===== src/design/sorted_min_priority_queue_assert.svh =====
// assertion macros for the sorted priority queue
// clk_i and rst_ni are taken from the scope of the module that uses them
`ifndef SORTED_MIN_PRIORITY_QUEUE_ASSERT_SVH
`define SORTED_MIN_PRIORITY_QUEUE_ASSERT_SVH

`ifndef SYNTHESIS

// condition implies consequence in the same cycle
`define SMPQ_ASSERT_IMP(name, ante, cons) \
  name: assert property (@(posedge clk_i) disable iff (!rst_ni) (ante) |-> (cons)) \
    else $error("smpq assertion failed");

// condition implies consequence in the next cycle
`define SMPQ_ASSERT_NXT(name, ante, cons) \
  name: assert property (@(posedge clk_i) disable iff (!rst_ni) (ante) |=> (cons)) \
    else $error("smpq assertion failed");

`else

`define SMPQ_ASSERT_IMP(name, ante, cons)
`define SMPQ_ASSERT_NXT(name, ante, cons)

`endif

`endif


===== src/design/smpq_pkg.sv =====
`default_nettype none

package smpq_pkg;

  localparam int QUEUE_DEPTH_DEF = 16;
  localparam int TAG_BITS_DEF    = 16;

  localparam int HOUR_BITS   = 5;
  localparam int MINUTE_BITS = 6;
  localparam int MIN_BITS    = 11;
  localparam int COUNT_BITS  = 16;
  localparam int STATUS_BITS = 2;

  localparam logic [HOUR_BITS-1:0]   MAX_HOUR         = 5'd23;
  localparam logic [MINUTE_BITS-1:0] MAX_MINUTE       = 6'd59;
  localparam logic [MIN_BITS-1:0]    MINUTES_PER_HOUR = 11'd60;

  typedef enum logic {
    REQ_SUBMIT = 1'b0,
    REQ_PICKUP = 1'b1
  } smpq_req_e;

  typedef enum logic [STATUS_BITS-1:0] {
    STATUS_OK    = 2'd0,
    STATUS_EMPTY = 2'd1,
    STATUS_FULL  = 2'd2
  } smpq_status_e;

  // broadcast to every cell
  typedef struct packed {
    logic insert;
    logic remove;
  } smpq_ctrl_t;

endpackage

`default_nettype wire


===== src/design/smpq_req_if.sv =====
`default_nettype none

interface smpq_req_if #(
  parameter int TAG_BITS = smpq_pkg::TAG_BITS_DEF
);
  logic                              valid;
  logic                              ready;
  logic                              req_type;
  logic [smpq_pkg::HOUR_BITS-1:0]    pickup_hour;
  logic [smpq_pkg::MINUTE_BITS-1:0]  pickup_minute;
  logic [TAG_BITS-1:0]               entry_tag;

  modport source (output valid, req_type, pickup_hour, pickup_minute, entry_tag,
                  input ready);
  modport sink   (input valid, req_type, pickup_hour, pickup_minute, entry_tag,
                  output ready);
endinterface

`default_nettype wire


===== src/design/smpq_rsp_if.sv =====
`default_nettype none

interface smpq_rsp_if #(
  parameter int TAG_BITS = smpq_pkg::TAG_BITS_DEF,
  parameter int OCC_BITS = $clog2(smpq_pkg::QUEUE_DEPTH_DEF + 1)
);
  logic                              valid;
  logic                              ready;
  logic [smpq_pkg::STATUS_BITS-1:0]  status;
  logic [smpq_pkg::MIN_BITS-1:0]     out_minutes;
  logic [TAG_BITS-1:0]               out_tag;
  logic [OCC_BITS-1:0]               occupancy;
  logic [smpq_pkg::COUNT_BITS-1:0]   processed_count;

  modport source (output valid, status, out_minutes, out_tag, occupancy, processed_count,
                  input ready);
  modport sink   (input valid, status, out_minutes, out_tag, occupancy, processed_count,
                  output ready);
endinterface

`default_nettype wire


===== src/design/smpq_cell.sv =====
`default_nettype none

module smpq_cell #(
  parameter int TAG_BITS = smpq_pkg::TAG_BITS_DEF
) (
  input  wire logic                            clk_i,
  input  wire smpq_pkg::smpq_ctrl_t            ctrl_i,
  input  wire logic                            occupied_i,
  input  wire logic [smpq_pkg::MIN_BITS-1:0]   new_min_i,
  input  wire logic [TAG_BITS-1:0]             new_tag_i,
  input  wire logic                            left_lt_i,
  input  wire logic [smpq_pkg::MIN_BITS-1:0]   left_min_i,
  input  wire logic [TAG_BITS-1:0]             left_tag_i,
  input  wire logic [smpq_pkg::MIN_BITS-1:0]   right_min_i,
  input  wire logic [TAG_BITS-1:0]             right_tag_i,
  output logic                                 lt_o,
  output logic [smpq_pkg::MIN_BITS-1:0]        min_o,
  output logic [TAG_BITS-1:0]                  tag_o
);

  logic [smpq_pkg::MIN_BITS-1:0] min_q, min_d;
  logic [TAG_BITS-1:0]           tag_q, tag_d;

  // entries earlier than the new one stay put, the sorted order makes this a prefix
  assign lt_o = occupied_i && (min_q < new_min_i);

  always_comb begin
    min_d = min_q;
    tag_d = tag_q;
    if (ctrl_i.insert) begin
      if (!lt_o) begin
        if (left_lt_i) begin
          min_d = new_min_i;
          tag_d = new_tag_i;
        end else begin
          min_d = left_min_i;
          tag_d = left_tag_i;
        end
      end
    end else if (ctrl_i.remove) begin
      min_d = right_min_i;
      tag_d = right_tag_i;
    end
  end

  always_ff @(posedge clk_i) begin
    min_q <= min_d;
    tag_q <= tag_d;
  end

  assign min_o = min_q;
  assign tag_o = tag_q;

endmodule

`default_nettype wire


===== src/design/sorted_min_priority_queue.sv =====
// Sorted priority queue of pick-up times held in a row of QUEUE_DEPTH cells, earliest
// entry in cell 0. A submit compares the new time against every cell at once and each
// cell either keeps its entry, takes the new one or takes its left neighbor's, so
// equal times put the newest entry first; a pick-up shifts the whole row one cell
// toward the head. One request is taken per clock cycle while the request side is
// ready, and its single response appears in the output register on the next cycle.
// The request side stays ready while the output register is empty or is being read
// in the same cycle. A submit to a full queue reports full and is dropped, a pick-up
// from an empty queue reports empty.
`default_nettype none

`include "sorted_min_priority_queue_assert.svh"

module sorted_min_priority_queue #(
  parameter int QUEUE_DEPTH = smpq_pkg::QUEUE_DEPTH_DEF,
  parameter int TAG_BITS    = smpq_pkg::TAG_BITS_DEF
) (
  input  wire logic       clk_i,
  input  wire logic       rst_ni,
  smpq_req_if.sink        req_i,
  smpq_rsp_if.source      rsp_o
);

  localparam int OccW = $clog2(QUEUE_DEPTH + 1);
  localparam int MinW = smpq_pkg::MIN_BITS;
  localparam int CntW = smpq_pkg::COUNT_BITS;

  logic                      acc;
  logic                      is_pick;
  logic                      full;
  logic                      empty;
  logic                      do_ins;
  logic                      do_rem;
  logic [smpq_pkg::HOUR_BITS-1:0]   hour_sat;
  logic [smpq_pkg::MINUTE_BITS-1:0] minute_sat;
  logic [MinW-1:0]           new_min;
  smpq_pkg::smpq_ctrl_t      ctrl;

  logic [OccW-1:0]           count_q, count_d;
  logic [CntW-1:0]           processed_q, processed_d;
  logic                      out_valid_q, out_valid_d;

  smpq_pkg::smpq_status_e    status_q, status_d;
  logic [MinW-1:0]           out_min_q, out_min_d;
  logic [TAG_BITS-1:0]       out_tag_q, out_tag_d;
  logic [OccW-1:0]           occ_q;
  logic [CntW-1:0]           proc_out_q;

  logic [MinW-1:0]           cell_min [QUEUE_DEPTH];
  logic [TAG_BITS-1:0]       cell_tag [QUEUE_DEPTH];
  logic [QUEUE_DEPTH-1:0]    cell_lt;
  logic [QUEUE_DEPTH-1:0]    occupied;

  assign req_i.ready = !out_valid_q || rsp_o.ready;
  assign acc         = req_i.valid && req_i.ready;
  assign is_pick     = (req_i.req_type == smpq_pkg::REQ_PICKUP);
  assign full        = (count_q == OccW'(QUEUE_DEPTH));
  assign empty       = (count_q == '0);
  assign do_ins      = acc && !is_pick && !full;
  assign do_rem      = acc && is_pick && !empty;

  assign hour_sat   = (req_i.pickup_hour > smpq_pkg::MAX_HOUR) ?
                      smpq_pkg::MAX_HOUR : req_i.pickup_hour;
  assign minute_sat = (req_i.pickup_minute > smpq_pkg::MAX_MINUTE) ?
                      smpq_pkg::MAX_MINUTE : req_i.pickup_minute;
  assign new_min    = MinW'(hour_sat) * smpq_pkg::MINUTES_PER_HOUR + MinW'(minute_sat);

  assign ctrl.insert = do_ins;
  assign ctrl.remove = do_rem;

  for (genvar i = 0; i < QUEUE_DEPTH; i++) begin : g_cell
    assign occupied[i] = (OccW'(i) < count_q);

    smpq_cell #(
      .TAG_BITS (TAG_BITS)
    ) u_cell (
      .clk_i       (clk_i),
      .ctrl_i      (ctrl),
      .occupied_i  (occupied[i]),
      .new_min_i   (new_min),
      .new_tag_i   (req_i.entry_tag),
      .left_lt_i   ((i == 0) ? 1'b1 : cell_lt[(i == 0) ? 0 : i - 1]),
      .left_min_i  (cell_min[(i == 0) ? 0 : i - 1]),
      .left_tag_i  (cell_tag[(i == 0) ? 0 : i - 1]),
      .right_min_i (cell_min[(i == QUEUE_DEPTH - 1) ? i : i + 1]),
      .right_tag_i (cell_tag[(i == QUEUE_DEPTH - 1) ? i : i + 1]),
      .lt_o        (cell_lt[i]),
      .min_o       (cell_min[i]),
      .tag_o       (cell_tag[i])
    );
  end

  always_comb begin
    count_d     = count_q;
    processed_d = processed_q;
    if (do_ins) begin
      count_d = count_q + 1'b1;
    end else if (do_rem) begin
      count_d = count_q - 1'b1;
      if (processed_q != '1) begin
        processed_d = processed_q + 1'b1;
      end
    end
  end

  always_comb begin
    out_valid_d = out_valid_q;
    if (acc) begin
      out_valid_d = 1'b1;
    end else if (rsp_o.ready) begin
      out_valid_d = 1'b0;
    end
  end

  always_comb begin
    status_d  = smpq_pkg::STATUS_OK;
    out_min_d = '0;
    out_tag_d = '0;
    if (is_pick) begin
      if (empty) begin
        status_d = smpq_pkg::STATUS_EMPTY;
      end else begin
        out_min_d = cell_min[0];
        out_tag_d = cell_tag[0];
      end
    end else if (full) begin
      status_d = smpq_pkg::STATUS_FULL;
    end
  end

  always_ff @(posedge clk_i or negedge rst_ni) begin
    if (!rst_ni) begin
      count_q     <= '0;
      processed_q <= '0;
      out_valid_q <= 1'b0;
    end else begin
      count_q     <= count_d;
      processed_q <= processed_d;
      out_valid_q <= out_valid_d;
    end
  end

  always_ff @(posedge clk_i) begin
    if (acc) begin
      status_q   <= status_d;
      out_min_q  <= out_min_d;
      out_tag_q  <= out_tag_d;
      occ_q      <= count_d;
      proc_out_q <= processed_d;
    end
  end

  assign rsp_o.valid           = out_valid_q;
  assign rsp_o.status          = status_q;
  assign rsp_o.out_minutes     = out_min_q;
  assign rsp_o.out_tag         = out_tag_q;
  assign rsp_o.occupancy       = occ_q;
  assign rsp_o.processed_count = proc_out_q;

  `SMPQ_ASSERT_IMP(a_count_bound, 1'b1, count_q <= OccW'(QUEUE_DEPTH))
  `SMPQ_ASSERT_NXT(a_pick_head, do_rem, rsp_o.out_minutes == $past(cell_min[0]))
  `SMPQ_ASSERT_NXT(a_ins_count, do_ins, count_q == $past(count_q) + 1'b1)
  `SMPQ_ASSERT_IMP(a_head_sorted, count_q >= OccW'(2), cell_min[0] <= cell_min[1])

endmodule

`default_nettype wire

===== src/flat_wrapper.sv =====
// flat-port wrapper written by rule: the top's interface ports become plain ports
module sorted_min_priority_queue_flat 
#(
  parameter int QUEUE_DEPTH = smpq_pkg::QUEUE_DEPTH_DEF,
  parameter int TAG_BITS    = smpq_pkg::TAG_BITS_DEF
)
  (clk_i, rst_ni, req_i_valid, req_i_req_type, req_i_pickup_hour, req_i_pickup_minute, req_i_entry_tag, req_i_ready, rsp_o_valid, rsp_o_status, rsp_o_out_minutes, rsp_o_out_tag, rsp_o_occupancy, rsp_o_processed_count, rsp_o_ready);
  smpq_req_if #(.TAG_BITS(TAG_BITS)) req_i_i ();
  smpq_rsp_if #(.TAG_BITS(TAG_BITS)) rsp_o_i ();
  input  wire logic clk_i;
  input  wire logic rst_ni;
  input wire logic [$bits(req_i_i.valid)-1:0] req_i_valid;
  input wire logic [$bits(req_i_i.req_type)-1:0] req_i_req_type;
  input wire logic [$bits(req_i_i.pickup_hour)-1:0] req_i_pickup_hour;
  input wire logic [$bits(req_i_i.pickup_minute)-1:0] req_i_pickup_minute;
  input wire logic [$bits(req_i_i.entry_tag)-1:0] req_i_entry_tag;
  output wire logic [$bits(req_i_i.ready)-1:0] req_i_ready;
  output wire logic [$bits(rsp_o_i.valid)-1:0] rsp_o_valid;
  output wire logic [$bits(rsp_o_i.status)-1:0] rsp_o_status;
  output wire logic [$bits(rsp_o_i.out_minutes)-1:0] rsp_o_out_minutes;
  output wire logic [$bits(rsp_o_i.out_tag)-1:0] rsp_o_out_tag;
  output wire logic [$bits(rsp_o_i.occupancy)-1:0] rsp_o_occupancy;
  output wire logic [$bits(rsp_o_i.processed_count)-1:0] rsp_o_processed_count;
  input wire logic [$bits(rsp_o_i.ready)-1:0] rsp_o_ready;
  assign req_i_i.valid = req_i_valid;
  assign req_i_i.req_type = req_i_req_type;
  assign req_i_i.pickup_hour = req_i_pickup_hour;
  assign req_i_i.pickup_minute = req_i_pickup_minute;
  assign req_i_i.entry_tag = req_i_entry_tag;
  assign req_i_ready = req_i_i.ready;
  assign rsp_o_valid = rsp_o_i.valid;
  assign rsp_o_status = rsp_o_i.status;
  assign rsp_o_out_minutes = rsp_o_i.out_minutes;
  assign rsp_o_out_tag = rsp_o_i.out_tag;
  assign rsp_o_occupancy = rsp_o_i.occupancy;
  assign rsp_o_processed_count = rsp_o_i.processed_count;
  assign rsp_o_i.ready = rsp_o_ready;
  sorted_min_priority_queue #(.QUEUE_DEPTH(QUEUE_DEPTH), .TAG_BITS(TAG_BITS)) u_core (.clk_i(clk_i), .rst_ni(rst_ni), .req_i(req_i_i), .rsp_o(rsp_o_i));
endmodule

===== config.mk =====
export PLATFORM = sky130hd
export DESIGN_NAME = sorted_min_priority_queue_flat
export DESIGN_NICKNAME = d
export VERILOG_FILES = /design/src/design/smpq_pkg.sv /design/src/design/smpq_req_if.sv /design/src/design/smpq_rsp_if.sv /design/src/design/smpq_cell.sv /design/src/design/sorted_min_priority_queue.sv /design/src/flat_wrapper.sv
export VERILOG_INCLUDE_DIRS = /design/src /design/src/design
export SDC_FILE = /design/constraint.sdc
export NUM_CORES = 1
export LEC_CHECK = 0
export ABC_CLOCK_PERIOD_IN_PS = 9900
export BUFFER_PORTS_ARGS = -buffer_cell sky130_fd_sc_hd__buf_4
export CAP_MARGIN = 20
export CORE_MARGIN = 8
export CORE_UTILIZATION = 50
export CTS_BUF_LIST = sky130_fd_sc_hd__clkbuf_8
export DETAILED_ROUTE_END_ITERATION = 6
export PLACE_DENSITY_LB_ADDON = 0.05
export SETUP_SLACK_MARGIN = 0.4
export SKIP_LAST_GASP = 1
export SYNTH_ARGS = -nofsm -noshare
export SYNTH_HDL_FRONTEND = slang
export SYNTH_HIERARCHICAL = 1
export SYNTH_SLANG_ARGS = --single-unit
export TNS_END_PERCENT = 30

===== constraint.sdc =====
create_clock -name clk_i -period 9.9 [get_ports clk_i]
set_input_delay 2.97 -clock clk_i [delete_from_list [all_inputs] [get_ports clk_i]]
set_output_delay 2.97 -clock clk_i [all_outputs]
set_load 0.01 [all_outputs]

==> impl_metrics.py <==
metrics = {
    "floorplanning": {
        "io_pins": 84,
        "die_area_um2": 67800,
        "start_util": 0.506,
        "die_h_um": 260,
        "rows": 89,
        "core_um2": 59000,
        "die_width_um": 260,
    },
    "timing": {
        "finalCritPeriodShare": 0.851,
        "setup_violations": 0,
        "max_slew.worst_pin.slew_ns": 1.09,
        "skew_ns": 0.0230,
        "setup_tns_ns": 0,
        "fmax_mhz": 119,
        "slew_headroom": 0.270,
        "rsz0062_at_grt": "no",
        "slew_violations": 0,
        "post-route-min-period_ns": 8.43,
        "hold_viol": 0,
    },
    "yosys": {
        "synthCells": 2803,
        "ys_types": 53,
        "synthTopCellsByArea": "edfxtp_1, mux2i_1, a21oi_1",
        "synth.avg_cell_area_um2": 10.6,
        "async_flop_share": 0.0437,
        "yosys_warnings": 6,
        "ys_seq_area_frac": 0.504,
        "syn_nets": 3022,
        "synth_seq_cells": 504,
        "synth_edf_count": 482,
        "synth_top_cell_by_area": "edfxtp_1",
        "netlist.area_leader.share": 0.485,
        "syn_area_um2": 29800,
        "synth_ff_type": "edfxtp_1",
    },
    "finish": {
        "final_cell_mix": "a21oi_1, nor2_1, edfxtp_1",
        "drive_gt1_frac": 0.106,
        "final_common_cell": "a21oi_1",
        "finalNonFillerCells": 3730,
        "area_growth_pct": 11.4,
        "fin_nets": 3107,
    },
    "setup_path": {
        "crit_top_cell": "inv_1",
        "reg2reg_depth": 9,
        "crit_required_ns": 10.24,
        "crit_end": "u_core/g_cell[9].u_cell/min_o[6]",
        "start_kind": "input port",
        "setup.worst_path.class": "input port to flip-flop",
        "cp_cell_sequence": "buf_4 > a21oi_1 > inv_1 > fa_1 > fa_1 > inv_1 > fa_1 > inv_1 > ha_1 > nand2_1 > o21ai_0 > nand2_1 > nor4b_1 > xor2_2 > buf_4 > inv_1 > ha_1 > nand4_1 > o21ai_0 > a221oi_4 > a21oi_2 > buf_4",
        "setup.worst_path.start": "req_i_pickup_hour[4]",
        "cp-end-kind": "flip-flop",
        "max_stage_delay_ns": 0.62,
        "rr_startpoint": "u_core/count_q[0]",
        "cp_max_fo": 25,
        "crit_arrival_ns": 8.77,
        "ff2ff_setup_slack_ns": 6.17,
        "r2r-end": "u_core/g_cell[8].u_cell/min_o[10]",
        "slowest_stage": "a21oi_2",
    },
    "clocking": {
        "path_clk_slew_ns": 0.06,
        "cts_buffers": 90,
        "root_buffer": "clkbuf_8",
        "cts_resized": 0,
        "cts_tree": "built",
        "post_cts_buffers": 0,
        "ctsHoldBuffers": 0,
        "insertion_delay_ns": 0.66,
        "cts.sinks": 504,
        "htree_num_levels": 3,
        "clockBufferDepth": 3,
    },
    "status": {
        "status": "completed",
    },
    "placement": {
        "placement.io_buffers": 83,
        "place_inst": 3568,
        "place.gp.congestion": 0.808,
        "dp_hpwl_um": 46900,
    },
    "global_route": {
        "grt_pass1_wl_um": 107000,
        "grtUsageTotal": 0.193,
        "grt_overflow": 0,
        "grt_pass1_vias": 20105,
        "antenna_found_initial": 3,
        "grt_max_degree": 263,
    },
    "route": {
        "dr_wl_met3_um": 3070,
        "drtAntennaViolNets": 0,
        "drc": 0,
        "met2_length_um": 29200,
        "drt_iter0_markers": 1407,
        "drt-wirelength-per-cell_um": 17.8,
        "wl_um": 66300,
        "via_count": 20243,
        "viasPerCell": 5.43,
        "top_layer": "met4",
        "first_pass_iters": 6,
        "wl_met1_um": 32500,
    },
    "power_and_ir_drop": {
        "leakage_nw": 14.0,
        "ir_worst_vdd_uv": 194,
        "power_density_nw_per_um2": 303,
    },
    "run": {
        "max_cap_viol_count": 0,
    },
    "worst_hold_path": {
        "min-delay-start": "u_core/processed_q[7]",
        "hold_path_class": "flip-flop to flip-flop",
    },
}
==> synthesized netlist by cell type, types with 18 or more instances <==
library cell,number
and2_1,27
nand4_1,21
a21oi_1,501
buf_2,18
nand2_1,70
nor2_1,484
edfxtp_1,482
nand2b_1,24
nand3_1,24
dfrtp_1,22
buf_4,48
clkbuf_1,70
mux2i_1,434
ha_1,181
o21ai_0,31
nor2b_1,21
inv_1,189
==> metal layers <==
metal  GRT usage  vias up
met5           0        -
met4      0.0647        0
met3      0.0297      102
met2       0.299      420
met1       0.274     9418
li1            -    10303
==> cells by family after synthesis <==
family,count (synthesis),share of synthesized area
flops,504,0.504
other cells,1,0.000126
mux,438,0.147
fa+ha+maj,187,0.0799
simple gates,697,0.101
xor+xnor,24,0.00704
buf+inv,343,0.0502
compound gates,609,0.111
==> stage by stage <==
stage / setup WS (ns) / cell area (um^2) / hold slack (ns) / total power, mW / util
2_1_floorplan: 0.284 / 29900 / 0.455 / 7.00 / -
3_3_place_gp: 0.911 / 31600 / 0.478 / 8.13 / 0.535
3_5_place_dp: 0.788 / 31600 / 0.500 / 8.32 / 0.535
4_1_cts: 1.51 / 33200 / 0.508 / 10.2 / 0.563
5_1_grt: 0.995 / 33200 / 0.524 / 10.8 / 0.563
6_report: 1.47 / 33200 / 0.509 / 10.1 / 0.563
==> worst max-delay path, delay by kind of cell <==
family	cells	cell delay [ns]
adders and majority gates	5	2.23
AOI/OAI and AO/OA	5	1.45
buffers and inverters	7	1.17
and+or+nand+nor	4	0.77
xor gates and xnor gates	1	0.16
==> where the power goes <==
part	switching, mW	internal (mW)	total [mW]
sequential	0.279	2.92	3.20
combinational	2.91	2.14	5.05
clock	0.865	0.953	1.82
==> worst min path at each step <==
stage | end | slack [ns] | cells past startpoint
final | u_core/processed_q[7] | 0.51 | 1
after detailed placement | u_core/processed_q[7] | 0.50 | 1
after CTS | u_core/processed_q[7] | 0.51 | 1
after global placement | u_core/processed_q[11] | 0.48 | 1
after global routing | u_core/processed_q[11] | 0.52 | 1
after floorplan | u_core/processed_q[11] | 0.45 | 1
==> registers in the layout, indices dropped and copies added, names as in the netlist, 2 cells and up <==
| register | cells |
|---|---|
| u_core/g_cell.u_cell/min_o | 176 |
| u_core/rsp_o.processed_count | 16 |
| u_core/rsp_o.out_tag | 16 |
| u_core/processed_q | 16 |
| u_core/count_q | 5 |
| u_core/rsp_o.out_minutes | 11 |
| u_core/rsp_o.status | 2 |
| u_core/g_cell.u_cell/tag_o | 256 |
| u_core/rsp_o.occupancy | 5 |
==> final cells by class <==
class                           count  area (um^2)
Fill cell                        5110        25800
Sequential cell                   504        15000
Multi-Input combinational cell   1956        13600
Clock buffer                       97         1340
Timing Repair Buffer              147         1280
Tap cell                          773          967
Inverter                          189          709
Clock inverter                     62          323
Antenna cell                        2         5.00
Power figures use the tool's default switching activity.
